===== src/hdl/rdu_pkg.sv =====
// Shared types, constants and digit functions for the radix digit unpacker.
package rdu_pkg;

    localparam int DIGIT_W  = 3;
    localparam int MAX_DIGS = 6;
    localparam int CNT_W    = 3;

    // mode register codes
    localparam logic [1:0] MODE_QUIN = 2'd1;
    localparam logic [1:0] MODE_OCT  = 2'd2;

    // register index decoded from paddr[2]
    localparam logic REG_MODE = 1'b0;

    // last position within a group
    localparam logic [2:0] QUIN_GROUP_LAST = 3'd6;
    localparam logic [2:0] OCT_GROUP_LAST  = 3'd2;

    typedef logic [DIGIT_W-1:0] t_digit;

    typedef enum logic [1:0] {
        KIND_TRIT = 2'd0,
        KIND_QUIN = 2'd1,
        KIND_OCT  = 2'd2
    } t_kind;

    typedef struct packed {
        t_kind      kind;
        logic [7:0] byte_val;
        logic [6:0] side_val;
        logic       grp_done;
    } t_job;

    // floor(v/3) for v < 256
    function automatic logic [7:0] div3(input logic [7:0] v);
        logic [16:0] p;
        p = {9'd0, v} * 17'd171;
        return p[16:9];
    endfunction

    // floor(v/9) for v < 256
    function automatic logic [7:0] div9(input logic [7:0] v);
        logic [16:0] p;
        p = {9'd0, v} * 17'd57;
        return p[16:9];
    endfunction

    // floor(v/27) for v < 256
    function automatic logic [7:0] div27(input logic [7:0] v);
        logic [16:0] p;
        p = {9'd0, v} * 17'd19;
        return p[16:9];
    endfunction

    // floor(v/81) for v < 256
    function automatic logic [7:0] div81(input logic [7:0] v);
        logic [21:0] p;
        p = {14'd0, v} * 22'd203;
        return p[21:14];
    endfunction

    // floor(v/5) for v < 128
    function automatic logic [6:0] div5(input logic [6:0] v);
        logic [14:0] p;
        p = {8'd0, v} * 15'd205;
        return {2'd0, p[14:10]};
    endfunction

    // floor(v/25) for v < 128
    function automatic logic [6:0] div25(input logic [6:0] v);
        logic [15:0] p;
        p = {9'd0, v} * 16'd41;
        return {1'd0, p[15:10]};
    endfunction

    // five base-3 digits, most significant in the top slice, top one wrapped;
    // every quotient comes straight from v so the digits settle in parallel
    function automatic logic [14:0] trit5(input logic [7:0] v);
        logic [7:0] q1, q2, q3, q4;
        logic [7:0] r1, r2, r3, r4;
        logic [2:0] top;
        q1 = div3(v);
        q2 = div9(v);
        q3 = div27(v);
        q4 = div81(v);
        r4 = v - q1 * 8'd3;
        r3 = q1 - q2 * 8'd3;
        r2 = q2 - q3 * 8'd3;
        r1 = q3 - q4 * 8'd3;
        top = (q4[2:0] == 3'd3) ? 3'd0 : q4[2:0];
        return {top, r1[2:0], r2[2:0], r3[2:0], r4[2:0]};
    endfunction

    // three base-5 digits, top one wrapped
    function automatic logic [8:0] quin3(input logic [6:0] v);
        logic [6:0] q1, q2;
        logic [6:0] r1, r2;
        logic [2:0] top;
        q1 = div5(v);
        r2 = v - q1 * 7'd5;
        q2 = div25(v);
        r1 = q1 - q2 * 7'd5;
        top = (q2[2:0] >= 3'd5) ? q2[2:0] - 3'd5 : q2[2:0];
        return {top, r1[2:0], r2[2:0]};
    endfunction

endpackage


===== src/hdl/rdu_front.sv =====
// Front end: takes input beats, tracks group position and side bits, issues jobs.
module rdu_front (
    input  logic          i_clk,
    input  logic          i_rst_n,
    input  logic [1:0]    i_mode,
    input  logic          i_valid,
    input  logic [7:0]    i_packed_byte,
    input  logic          i_stream_end,
    output logic          o_stall,
    input  logic          i_q_full,
    output logic          o_push,
    output rdu_pkg::t_job o_job
);
    import rdu_pkg::*;

    logic [2:0] r_grp_pos, n_grp_pos;
    logic [6:0] r_side, n_side;
    logic       accept;
    t_kind      kind;
    logic [6:0] side_upd;
    logic       done;

    assign o_stall = i_q_full;
    assign accept  = i_valid & ~i_q_full;
    assign o_push  = accept;

    always_comb begin
        case (i_mode)
            MODE_QUIN: kind = KIND_QUIN;
            MODE_OCT:  kind = KIND_OCT;
            default:   kind = KIND_TRIT;
        endcase
    end

    always_comb begin
        side_upd  = r_side;
        done      = 1'b0;
        n_grp_pos = r_grp_pos;
        n_side    = r_side;
        case (kind)
            KIND_QUIN: begin
                side_upd = {i_packed_byte[0], r_side[6:1]};
                done     = (r_grp_pos >= QUIN_GROUP_LAST);
            end
            KIND_OCT: begin
                side_upd = {1'b0, i_packed_byte[1:0], r_side[5:2]};
                done     = (r_grp_pos >= OCT_GROUP_LAST);
            end
            default: begin
                side_upd = r_side;
                done     = 1'b0;
            end
        endcase
        if (kind != KIND_TRIT) begin
            if (done) begin
                n_grp_pos = '0;
                n_side    = '0;
            end else begin
                n_grp_pos = r_grp_pos + 3'd1;
                n_side    = side_upd;
            end
        end
        // stream end drops any partial group
        if (i_stream_end) begin
            n_grp_pos = '0;
            n_side    = '0;
        end
    end

    assign o_job.kind     = kind;
    assign o_job.byte_val = i_packed_byte;
    assign o_job.side_val = side_upd;
    assign o_job.grp_done = done;

    always_ff @(posedge i_clk) begin
        if (!i_rst_n) begin
            r_grp_pos <= '0;
            r_side    <= '0;
        end else if (accept) begin
            r_grp_pos <= n_grp_pos;
            r_side    <= n_side;
        end
    end

endmodule


===== src/hdl/rdu_queue.sv =====
// Small job queue between the front and back ends.
module rdu_queue #(
    parameter int DEPTH = 2
) (
    input  logic          i_clk,
    input  logic          i_rst_n,
    input  logic          i_push,
    input  rdu_pkg::t_job i_job,
    output logic          o_full,
    input  logic          i_pop,
    output logic          o_valid,
    output rdu_pkg::t_job o_job
);
    import rdu_pkg::*;

    localparam int PTR_W = $clog2(DEPTH);
    localparam int CNT_QW = $clog2(DEPTH + 1);
    localparam logic [PTR_W-1:0] PTR_LAST = PTR_W'(DEPTH - 1);
    localparam logic [CNT_QW-1:0] CNT_FULL = CNT_QW'(DEPTH);

    t_job              mem [DEPTH];
    logic [PTR_W-1:0]  r_wr_ptr, r_rd_ptr;
    logic [CNT_QW-1:0] r_count;
    logic              do_push, do_pop;

    assign o_full  = (r_count == CNT_FULL);
    assign o_valid = (r_count != '0);
    assign o_job   = mem[r_rd_ptr];
    assign do_push = i_push & ~o_full;
    assign do_pop  = i_pop & o_valid;

    always_ff @(posedge i_clk) begin
        if (do_push) begin
            mem[r_wr_ptr] <= i_job;
        end
    end

    always_ff @(posedge i_clk) begin
        if (!i_rst_n) begin
            r_wr_ptr <= '0;
            r_rd_ptr <= '0;
            r_count  <= '0;
        end else begin
            if (do_push) begin
                r_wr_ptr <= (r_wr_ptr == PTR_LAST) ? '0 : r_wr_ptr + PTR_W'(1);
            end
            if (do_pop) begin
                r_rd_ptr <= (r_rd_ptr == PTR_LAST) ? '0 : r_rd_ptr + PTR_W'(1);
            end
            case ({do_push, do_pop})
                2'b10:   r_count <= r_count + CNT_QW'(1);
                2'b01:   r_count <= r_count - CNT_QW'(1);
                default: r_count <= r_count;
            endcase
        end
    end

endmodule


===== src/hdl/rdu_back.sv =====
// Back end: expands a job into its digits and shifts them out one beat at a time.
module rdu_back (
    input  logic          i_clk,
    input  logic          i_rst_n,
    input  logic          i_job_valid,
    input  rdu_pkg::t_job i_job,
    output logic          o_pop,
    output logic          o_valid,
    input  logic          i_stall,
    output logic [2:0]    o_digit,
    output logic          o_run_last
);
    import rdu_pkg::*;

    t_digit           r_dig [MAX_DIGS];
    t_digit           n_dig [MAX_DIGS];
    logic [CNT_W-1:0] r_cnt, n_cnt;
    t_digit           ld_dig [MAX_DIGS];
    logic [CNT_W-1:0] ld_cnt;
    logic [14:0]      trits;
    logic [8:0]       quin_main, quin_side;
    logic             out_fire, can_load, load;

    assign o_valid    = (r_cnt != '0);
    assign o_digit    = r_dig[0];
    assign o_run_last = (r_cnt == CNT_W'(1));
    assign out_fire   = o_valid & ~i_stall;
    assign can_load   = (r_cnt == '0) | ((r_cnt == CNT_W'(1)) & out_fire);
    assign load       = can_load & i_job_valid;
    assign o_pop      = load;

    assign trits     = trit5(i_job.byte_val);
    assign quin_main = quin3(i_job.byte_val[7:1]);
    assign quin_side = quin3(i_job.side_val);

    // digit list, most significant first in slot 0
    always_comb begin
        for (int i = 0; i < MAX_DIGS; i++) begin
            ld_dig[i] = '0;
        end
        case (i_job.kind)
            KIND_QUIN: begin
                ld_dig[0] = quin_main[8:6];
                ld_dig[1] = quin_main[5:3];
                ld_dig[2] = quin_main[2:0];
                ld_dig[3] = quin_side[8:6];
                ld_dig[4] = quin_side[5:3];
                ld_dig[5] = quin_side[2:0];
                ld_cnt    = i_job.grp_done ? CNT_W'(6) : CNT_W'(3);
            end
            KIND_OCT: begin
                ld_dig[0] = i_job.byte_val[7:5];
                ld_dig[1] = i_job.byte_val[4:2];
                ld_dig[2] = i_job.side_val[5:3];
                ld_dig[3] = i_job.side_val[2:0];
                ld_cnt    = i_job.grp_done ? CNT_W'(4) : CNT_W'(2);
            end
            default: begin
                ld_dig[0] = trits[14:12];
                ld_dig[1] = trits[11:9];
                ld_dig[2] = trits[8:6];
                ld_dig[3] = trits[5:3];
                ld_dig[4] = trits[2:0];
                ld_cnt    = CNT_W'(5);
            end
        endcase
    end

    always_comb begin
        n_cnt = r_cnt;
        for (int i = 0; i < MAX_DIGS; i++) begin
            n_dig[i] = r_dig[i];
        end
        if (load) begin
            n_cnt = ld_cnt;
            for (int i = 0; i < MAX_DIGS; i++) begin
                n_dig[i] = ld_dig[i];
            end
        end else if (out_fire) begin
            n_cnt = r_cnt - CNT_W'(1);
            for (int i = 0; i < MAX_DIGS - 1; i++) begin
                n_dig[i] = r_dig[i+1];
            end
        end
    end

    always_ff @(posedge i_clk) begin
        for (int i = 0; i < MAX_DIGS; i++) begin
            r_dig[i] <= n_dig[i];
        end
    end

    always_ff @(posedge i_clk) begin
        if (!i_rst_n) begin
            r_cnt <= '0;
        end else begin
            r_cnt <= n_cnt;
        end
    end

endmodule


===== src/hdl/radix_digit_unpacker.sv =====
// Radix digit unpacker top level: mode register, front end, job queue and back end.
// Path: a taken beat is written into the job queue, then loaded into the output shift register,
// from which its first digit is presented; an empty output register takes the job at once.
// Throughput: one digit per cycle on the output while i_stall is low; a byte yields 2 to 6 digits,
// the output shift register being the limit; the queue lets the next byte enter meanwhile.
// Reset (synchronous, active low) clears mode to 0, group state, queue and output.
module radix_digit_unpacker #(
    parameter int QUEUE_DEPTH = 2
) (
    input  logic        i_clk,
    input  logic        i_rst_n,
    input  logic        psel,
    input  logic        penable,
    input  logic        pwrite,
    input  logic [2:0]  paddr,
    input  logic [31:0] pwdata,
    output logic [31:0] prdata,
    output logic        pready,
    input  logic        i_valid,
    output logic        o_stall,
    input  logic [7:0]  i_packed_byte,
    input  logic        i_stream_end,
    output logic        o_valid,
    input  logic        i_stall,
    output logic [2:0]  o_digit,
    output logic        o_run_last
);
    import rdu_pkg::*;

    logic [1:0] r_mode;
    logic       cfg_wr;
    logic       push, q_full, pop, q_valid;
    t_job       fr_job, q_job;

    assign pready = 1'b1;
    assign cfg_wr = psel & penable & pwrite & pready & (paddr[2] == REG_MODE);
    assign prdata = (paddr[2] == REG_MODE) ? {30'd0, r_mode} : 32'd0;

    always_ff @(posedge i_clk) begin
        if (!i_rst_n) begin
            r_mode <= '0;
        end else if (cfg_wr) begin
            r_mode <= pwdata[1:0];
        end
    end

    rdu_front u_front (
        .i_clk         (i_clk),
        .i_rst_n       (i_rst_n),
        .i_mode        (r_mode),
        .i_valid       (i_valid),
        .i_packed_byte (i_packed_byte),
        .i_stream_end  (i_stream_end),
        .o_stall       (o_stall),
        .i_q_full      (q_full),
        .o_push        (push),
        .o_job         (fr_job)
    );

    rdu_queue #(
        .DEPTH (QUEUE_DEPTH)
    ) u_queue (
        .i_clk   (i_clk),
        .i_rst_n (i_rst_n),
        .i_push  (push),
        .i_job   (fr_job),
        .o_full  (q_full),
        .i_pop   (pop),
        .o_valid (q_valid),
        .o_job   (q_job)
    );

    rdu_back u_back (
        .i_clk      (i_clk),
        .i_rst_n    (i_rst_n),
        .i_job_valid(q_valid),
        .i_job      (q_job),
        .o_pop      (pop),
        .o_valid    (o_valid),
        .i_stall    (i_stall),
        .o_digit    (o_digit),
        .o_run_last (o_run_last)
    );

endmodule

===== config.mk =====
export PLATFORM = sky130hd
export DESIGN_NAME = radix_digit_unpacker
export DESIGN_NICKNAME = d
export VERILOG_FILES = /design/src/hdl/rdu_pkg.sv /design/src/hdl/rdu_front.sv /design/src/hdl/rdu_queue.sv /design/src/hdl/rdu_back.sv /design/src/hdl/radix_digit_unpacker.sv
export SDC_FILE = /design/constraint.sdc
export NUM_CORES = 1
export LEC_CHECK = 0
export CORE_ASPECT_RATIO = 1.1
export CORE_MARGIN = 2
export CORE_UTILIZATION = 60
export DETAILED_ROUTE_END_ITERATION = 8
export DONT_BUFFER_PORTS = 1
export PLACE_DENSITY = 0.89
export SLEW_MARGIN = 5
export SYNTH_ARGS = -nofsm -noshare
export SYNTH_HDL_FRONTEND = slang
export SYNTH_SLANG_ARGS = --single-unit

===== constraint.sdc =====
create_clock -name i_clk -period 6.1 [get_ports i_clk]
set_clock_uncertainty 0.2 [all_clocks]
set_input_delay 0.305 -clock i_clk [delete_from_list [all_inputs] [get_ports i_clk]]
set_output_delay 0.305 -clock i_clk [all_outputs]
set_load 0.05 [all_outputs]

== Word-level counts from Yosys, hierarchy flattened ==
Memory sizes are Yosys's and may differ from the RTL's. A register that Yosys moved wholly into a read port is not among the register bits.
Index checks and enable logic that the tools add are counted.

* Mux-type cells: 31
* Equality and inequality tests: 11
* Reductions and logical operators: 8
* Add/sub/neg operators: 16
* Bitwise gates (word level): 13
* Multipliers: 16
* Magnitude comparators: 4

{| class="wikitable"
|+ Operators by type and width
! operator !! number
|-
| $mux 3 || 11
|-
| $mul 8x8->16 const B || 2
|-
| $mul 7x8->15 const B || 2
|-
| $mux 15 || 2
|-
| $mul 7x6->13 const B || 2
|-
| $pmux 12 s2 || 1
|-
| $sub 3x3->3 || 8
|-
| $mux 7 || 3
|-
| $mul 8x6->14 const B || 1
|-
| $pmux 7 s2 || 1
|-
| $mul 8x5->13 const B || 1
|-
| $eq 2x2->1 const B || 6
|-
| $pmux 3 s2 || 2
|-
| $mul 5x3->3 const B || 2
|-
| $reduce_bool 2->1 || 5
|-
| $and 1x1->1 || 9
|-
| $ge 3x3->1 const B || 3
|-
| $eq 2x1->1 const B || 4
|-
| $pmux 2 s2 || 2
|-
| $mul 7x2->3 const B || 1
|-
| $mul 3x3->3 const B || 2
|-
| $mux 1 || 6
|-
| $sub 3x3->3 const B || 2
|-
| $mul 5x2->3 const B || 1
|-
| 16 further kinds || 20
|}

* Input port bits: 51
* RAM bits: 54
* Register bits: 19
* Word-level logic and storage cells: 108
* Memories kept: 2
* Output and inout port bits: 39

{| class="wikitable"
|+ Memory list
! memory !! depth !! width !! rd ports !! clocked after Yosys merged registers in !! write ports !! RTL line !! text
|-
| u_queue.mem || 2 || 18 || 1 || 1 || 1 || rdu_queue.sv:21 || <nowiki>t_job mem [DEPTH];</nowiki>
|-
| u_back.r_dig || 6 || 3 || 6 || 0 || 6 || rdu_back.sv:15 || <nowiki>t_digit r_dig [MAX_DIGS];</nowiki>
|}

== Logic depth before layout (Yosys ltp) ==
Gate-level depths: netlist of the first run.

* Depth after elaboration: 8
* Mapped depth: 26
* Gate-level depth less buffers: 24

== By module ==
Synthesis of the first run repeated with hierarchy kept, for this count alone.

* Cell total of the unflattened synthesis: 947
* Area, all modules: 9,643.0 um^2

{| class="wikitable"
|+ By module, submodules not included
! module !! cells an instance !! times used !! area an instance (um^2) !! seq. area each (um^2)
|-
| rdu_back || 735 || 1 || 7,025.5 || 600.6
|-
| rdu_queue || 82 || 1 || 1,532.7 || 1,181.1
|-
| rdu_front || 86 || 1 || 738.2 || 200.2
|-
| radix_digit_unpacker || 44 || 1 || 346.6 || 40.0
|}

== Worst setup path after synthesis of the first run ==
No wires, ideal clock.

* Kind: register to register
* From: register with a tool-made name
* To: memory u_back.r_dig[1][2] (netlist bit), data pin
* Setup time: 0.256 ns
* Path slack: -0.357 ns
* Stages on the path, launching flop included: 25
* Arrival time: 6.001 ns
* Data required time: 5.644 ns
* Period minus slack after synthesis: 6.457 ns
* Cells stage by stage: dfxtp_1 buf_6 clkbuf_1 mux2_2 inv_1 fa_1 inv_1 fa_1 inv_1 fa_1 inv_1 ha_1 a211oi_1 o211ai_1 o211a_1 o21a_1 nor2_1 xor2_1 ha_1 fa_1 xnor2_1 xnor2_1 xnor2_1 a221o_1 o22a_1

{| class="wikitable"
|+ RTL lines
! what !! RTL line
|-
| end: declaration || rdu_back.sv:15
|}

==> impl_metrics.tcl, run 1 <==
set metrics [dict create \
    outcome "complete, but fails checks" \
    violations "setup timing" \
    maxSlewHeadroom_pct 28.9 \
    async_flop_share_pct 0 \
    synth_area_leaders "ha_1 (28%), edfxtp_1 (17%), fa_1 (13%)" \
    ys_top_cells_by_count "ha_1 (208), inv_1 (158), fa_1 (59)" \
    dpl.cell_count 1148 \
    hold_path_class "primary input to register" \
    syn_avg_cell_area_sq_um 10.0 \
    rsz0062_at_grt "true" \
    finalHoldViolations 0 \
    first_iter_violations 747 \
    drc 0 \
    die_y_um 135 \
    fin_cells 1179 \
    ys_seq_area_share_pct 21.7 \
    core_sq_mm 0.0151 \
    drive_above_1_share_pct 11.3 \
    rows 47 \
    ios 90 \
    maxCapViolCount 0 \
    worstPathArrival_ps 6220 \
    drv_slew 0 \
    worstSkewPairLatency_ps 350 \
    start_kind "register" \
    viasPerCell 6.25 \
    synth_top_area_share_pct 27.9 \
    critPathRequiredTime_ps 6000 \
    synth-main-ff-cell "edfxtp_1" \
    clk_pin_slew_ps 70 \
    yosys_warnings 0 \
    syn-cell-area_sq_mm 0.00934 \
    drtAntennaViolNets 0 \
    antenna_found_initial 0 \
    diodes 0 \
    fin_crit_sh_pct 104 \
    fin_crit_ps 6320 \
    cts_max_path_buffers 2 \
    crit_type "register to register" \
    ys_types 66 \
    dr_total_vias 7363 \
    grt_start_max_net_pins 29 \
    tightest_slew_ps 1060 \
    overflow 0 \
    synth.most_common_cell "ha_1" \
    io_buffers 0 \
    setup_ws_ps -218 \
    syn2layout_area_growth_pct 10.7 \
    start_util_pct 61.8 \
    timing.fmax_mhz 158 \
    grt_util_all_layers_pct 30.2 \
    netlist.top_cell.by_area "ha_1" \
    die_x_um 123 \
    htreeDepth 3 \
    grt_pass1_vias 7671 \
    critPathCaptureType "register" \
    place.gp.congestion 0.876 \
    fin_nets 1296 \
    cts_root_buf "clkbuf_16" \
    grt_pass1_wl_mm 38.4 \
    synth-edff-count 54 \
    hpwl_mm 15.9 \
    wl_mm 25.1 \
    cts_tree "yes" \
    firstDrtPassIters 8 \
    synth-seq-cells 74 \
    setup_viol 2 \
    cts.sinks 74 \
    synthCells 934 \
    wire_per_inst_um 21.3 \
    crit_fanout 9 \
    cts_made_buffers 9 \
    die_area_sq_mm 0.0166 \
]
==> worst max-delay path: stages (launching register included) <==
cell and delay [ps]:
edfxtp_1 430, mux2_4 330, buf_6 170, ha_4 280, inv_1 50, fa_1 470
inv_1 80, fa_1 620, inv_1 100, fa_1 550, inv_1 90, ha_4 290
nand2_1 90, o21ai_0 210, nor2_1 60, nor3_1 390, ha_1 250, inv_1 60
fa_2 380, xnor2_2 180, xnor2_2 280, xnor2_2 120, xnor2_1 150, a21oi_1 150
a31oi_1 100
==> layer usage <==
| metal | vias up | GRT usage (%) | share of wire, % |
|---|---|---|---|
| met4 | 0 | 17.1 | 6.8 |
| li1 | 3218 | - | - |
| met5 | - | 0 | 0 |
| met2 | 468 | 54.0 | 51 |
| met1 | 3516 | 33.8 | 34 |
| met3 | 161 | 4.65 | 7.9 |
==> path summary, 6_finish.rpt <==
kind         depth (start not counted)                           start                             end  slack, ps
max                                 24     u_queue.mem[1][9]$_DFFE_PP_    u_back.r_dig[4][2]$_DFFE_PP_       -220
min                                  2                         i_rst_n  u_front.r_side[6]$_SDFFE_PN0P_        110
max reg2reg                         24     u_queue.mem[1][9]$_DFFE_PP_    u_back.r_dig[4][2]$_DFFE_PP_       -220
min reg2reg                          2  u_front.r_side[0]$_SDFFE_PN0P_  u_front.r_side[0]$_SDFFE_PN0P_        310
==> cell families after synthesis <==
family | synth area share [%]
mux | 3.14
compound gates | 9.93
buf+inv | 9.57
simple gates | 8.21
other cells | 0.0804
xor+xnor | 6.90
fa+ha+maj | 40.5
flops | 21.7
==> sequential cells by signal, indices dropped and copies added (netlist names), named ones only <==
| name | count |
|---|---|
| r_mode | 2 |
| u_back.r_cnt | 3 |
| u_back.r_dig | 18 |
| u_front.r_grp_pos | 3 |
| u_front.r_side | 7 |
| u_queue.mem | 36 |
| u_queue.r_count | 2 |
| u_queue.r_rd_ptr | 1 |
| u_queue.r_wr_ptr | 1 |
==> metrics by stage <==
| stage | TNS [ps] | hold slack [ps] | utilization (%) | cell area [sq um] | worst slack, ps |
|---|---|---|---|---|---|
| final | -432 | 107 | 68.4 | 10300 | -218 |
| after global routing | -878 | 116 | 68.4 | 10300 | -407 |
| after CTS | -46.5 | 77.7 | 67.8 | 10200 | -46.5 |
| after detailed placement | -456 | 204 | 64.3 | 9720 | -280 |
| after global placement | -107 | 204 | 64.3 | 9720 | -54.9 |
| after floorplan | 0 | 204 | - | 9500 | 24.4 |
==> layout make-up <==
class,instances,area (sq um)
Multi-Input combinational cell,684,6750
Timing Repair Buffer,51,428
Sequential cell,74,2030
Fill cell,883,4770
Inverter,158,596
Tap cell,196,245
Clock inverter,5,36.3
Clock buffer,11,264
==> placed cells by master (no fill, tap or decap), drive strengths merged, types with 12 or more instances in the layout <==
master	n
xor2	16
o21ai	30
nor2	38
nor2b	13
fa	59
nand2	35
ha	208
buf	39
mux2i	15
inv	158
xnor2	52
dlygate4sd3	12
mux2	12
edfxtp	54
a21oi	35
dfxtp	20
conb	31
nand3	21
==> repair_timing <==
action	4_1_cts	5_1_grt
hold buffers	12	0
pin swaps	15	7
gates resized for setup	20	15
endpoints found under the setup margin	4	6
hold endpoints to repair	32	0
setup buffers	1	2
Power of run 1 is not shown: default switching activity piles up to over one toggle a cycle in this logic, so the estimate is an artifact.
==> run 2: changes to the inputs <==
TNS_END_PERCENT = 10   (was not set)
==> run 2 against run 1 <==
Compared with the run above:
- the run still ends with setup timing left
- first-iteration DRC count fell by 4.3%
- highest routed layer unchanged
- worst hold slack improved by 9.2 ps
- non-clock buffer count fell by 1
- wire length rose by 4.2%
- register-to-register slack got worse by 50 ps
- sequential share of layout area barely moved
- sequential cell count did not move
==> impl_metrics.tcl, run 2 (synthesis results as in run 1) <==
set metrics [dict create \
    outcome "complete, but fails checks" \
    violations "setup timing" \
    clk_pin_slew_ps 70 \
    worstSkewPairLatency_ps 350 \
    place.gp.congestion 0.876 \
    overflow 0 \
    cts_max_path_buffers 2 \
    crit_fanout 9 \
    htreeDepth 3 \
    grt_start_max_net_pins 29 \
    largest_reg_flops 36 \
    maxCapViolCount 0 \
    reg2reg_depth 23 \
    rsz0062_at_grt "true" \
    ios 90 \
    hold_path_class "primary input to register" \
    antenna_found_initial 0 \
    max_flop_register "u_queue.mem" \
    die_x_um 123 \
    start_kind "register" \
    drv_slew 0 \
    cts_root_buf "clkbuf_16" \
    start_util_pct 61.8 \
    grt_util_all_layers_pct 30.2 \
    grt_pass1_vias 7671 \
    grt_pass1_wl_mm 38.4 \
    rows 47 \
    cts_made_buffers 9 \
    dp_slack_ps -280 \
    drtAntennaViolNets 0 \
    final_cell_mix "ha_1 (202), inv_1 (153), fa_1 (57), edfxtp_1 (54), xnor2_1 (46)" \
    core_sq_mm 0.0151 \
    setup_ws_ps -272 \
    drive_above_1_share_pct 11.2 \
    die_y_um 135 \
    wire_per_inst_um 22.2 \
    hold_depth 3 \
    finalHoldViolations 0 \
    fin_crit_ps 6370 \
    critPathRequiredTime_ps 6000 \
    tightest_slew_ps 1070 \
    critPathCaptureType "register" \
    reg_top3 "u_queue.mem (36), u_back.r_dig (18), u_front.r_side (7)" \
    cts_tree "yes" \
    die_area_sq_mm 0.0166 \
    firstDrtPassIters 6 \
    wl_mm 26.1 \
    drc 0 \
    diodes 0 \
    syn2layout_area_growth_pct 10.6 \
    fin_crit_sh_pct 104 \
    timing.fmax_mhz 157 \
    first_iter_violations 715 \
    maxSlewHeadroom_pct 28.7 \
    worstPathArrival_ps 6270 \
    viasPerCell 6.32 \
    io_buffers 0 \
    cts.sinks 74 \
    dr_total_vias 7449 \
    crit_type "register to register" \
    setup_viol 3 \
    hpwl_mm 15.9 \
    fin_nets 1295 \
    layout_commonest_cell "ha_1" \
]
==> run 2: cell types whose count changed in the layout (fill, tap and decap cells not counted), sizes merged <==
cell | before | now
buf | 39 | 38
==> run 2: through the flow <==
stage	std cells	hold WS, ps	instance area [sq um]	setup TNS (ps)	util (%)
after global routing	1178	117	10300	-978	68.3
after CTS	1177	77.7	10200	-46.5	67.8
after detailed placement	1148	204	9720	-456	64.3
after floorplan	963	204	9500	0	-
after global placement	1148	204	9720	-107	64.3
final	1178	117	10300	-565	68.3
==> run 2: final cells by class <==
class	instances	area, sq um
clock buffers	11	264
clock inverters	5	36.3
fillers	895	4790
inverters	158	596
multi-input cells	684	6740
flip-flops and latches	74	2030
well taps	196	245
repair buffers	50	420
==> run 2: critical path: stages, from the launching register on <==
cell and delay (ps):
edfxtp_1 440, mux2_4 350, buf_8 170, ha_4 270
inv_1 40, fa_1 470, inv_1 80, fa_1 610
inv_1 90, fa_1 560, inv_1 90, ha_4 260
a21oi_2 150, o22ai_1 110, nor3_1 490, ha_1 270
inv_1 70, fa_2 390, xnor2_2 180, xnor2_2 310
xnor2_2 130, xnor2_1 150, a21oi_1 150, a31oi_1 100
==> run 2: routing by layer <==
layer	global-route usage (%)	routed length, um	share of wire (%)	vias up
li1	-	-	-	3224
met1	33.8	8870	34	3517
met2	54.0	13100	50	522
met3	4.65	2160	8.3	186
met4	17.1	1990	7.6	0
met5	0	0	0	-
==> run 2: final timing paths <==
check / startpoint / end / slack (ps)
worst max-delay path: u_queue.mem[0][9]$_DFFE_PP_ / u_back.r_dig[4][2]$_DFFE_PP_ / -270
worst min-delay path: i_stream_end / u_front.r_side[2]$_SDFFE_PN0P_ / 120
worst max register to register: u_queue.mem[0][9]$_DFFE_PP_ / u_back.r_dig[4][2]$_DFFE_PP_ / -270
worst min register to register: u_front.r_side[0]$_SDFFE_PN0P_ / u_front.r_side[0]$_SDFFE_PN0P_ / 300
==> run 2: timing repair <==
item / 4_1_cts / 5_1_grt
endpoints found under the setup margin: 4 / 6
hold buffers: 12 / 0
pin swaps: 15 / 6
endpoints found under the hold margin: 32 / 0
buffers inserted: 1 / 1
gates resized for setup: 20 / 14
Power of run 2 is left out for the same reason.
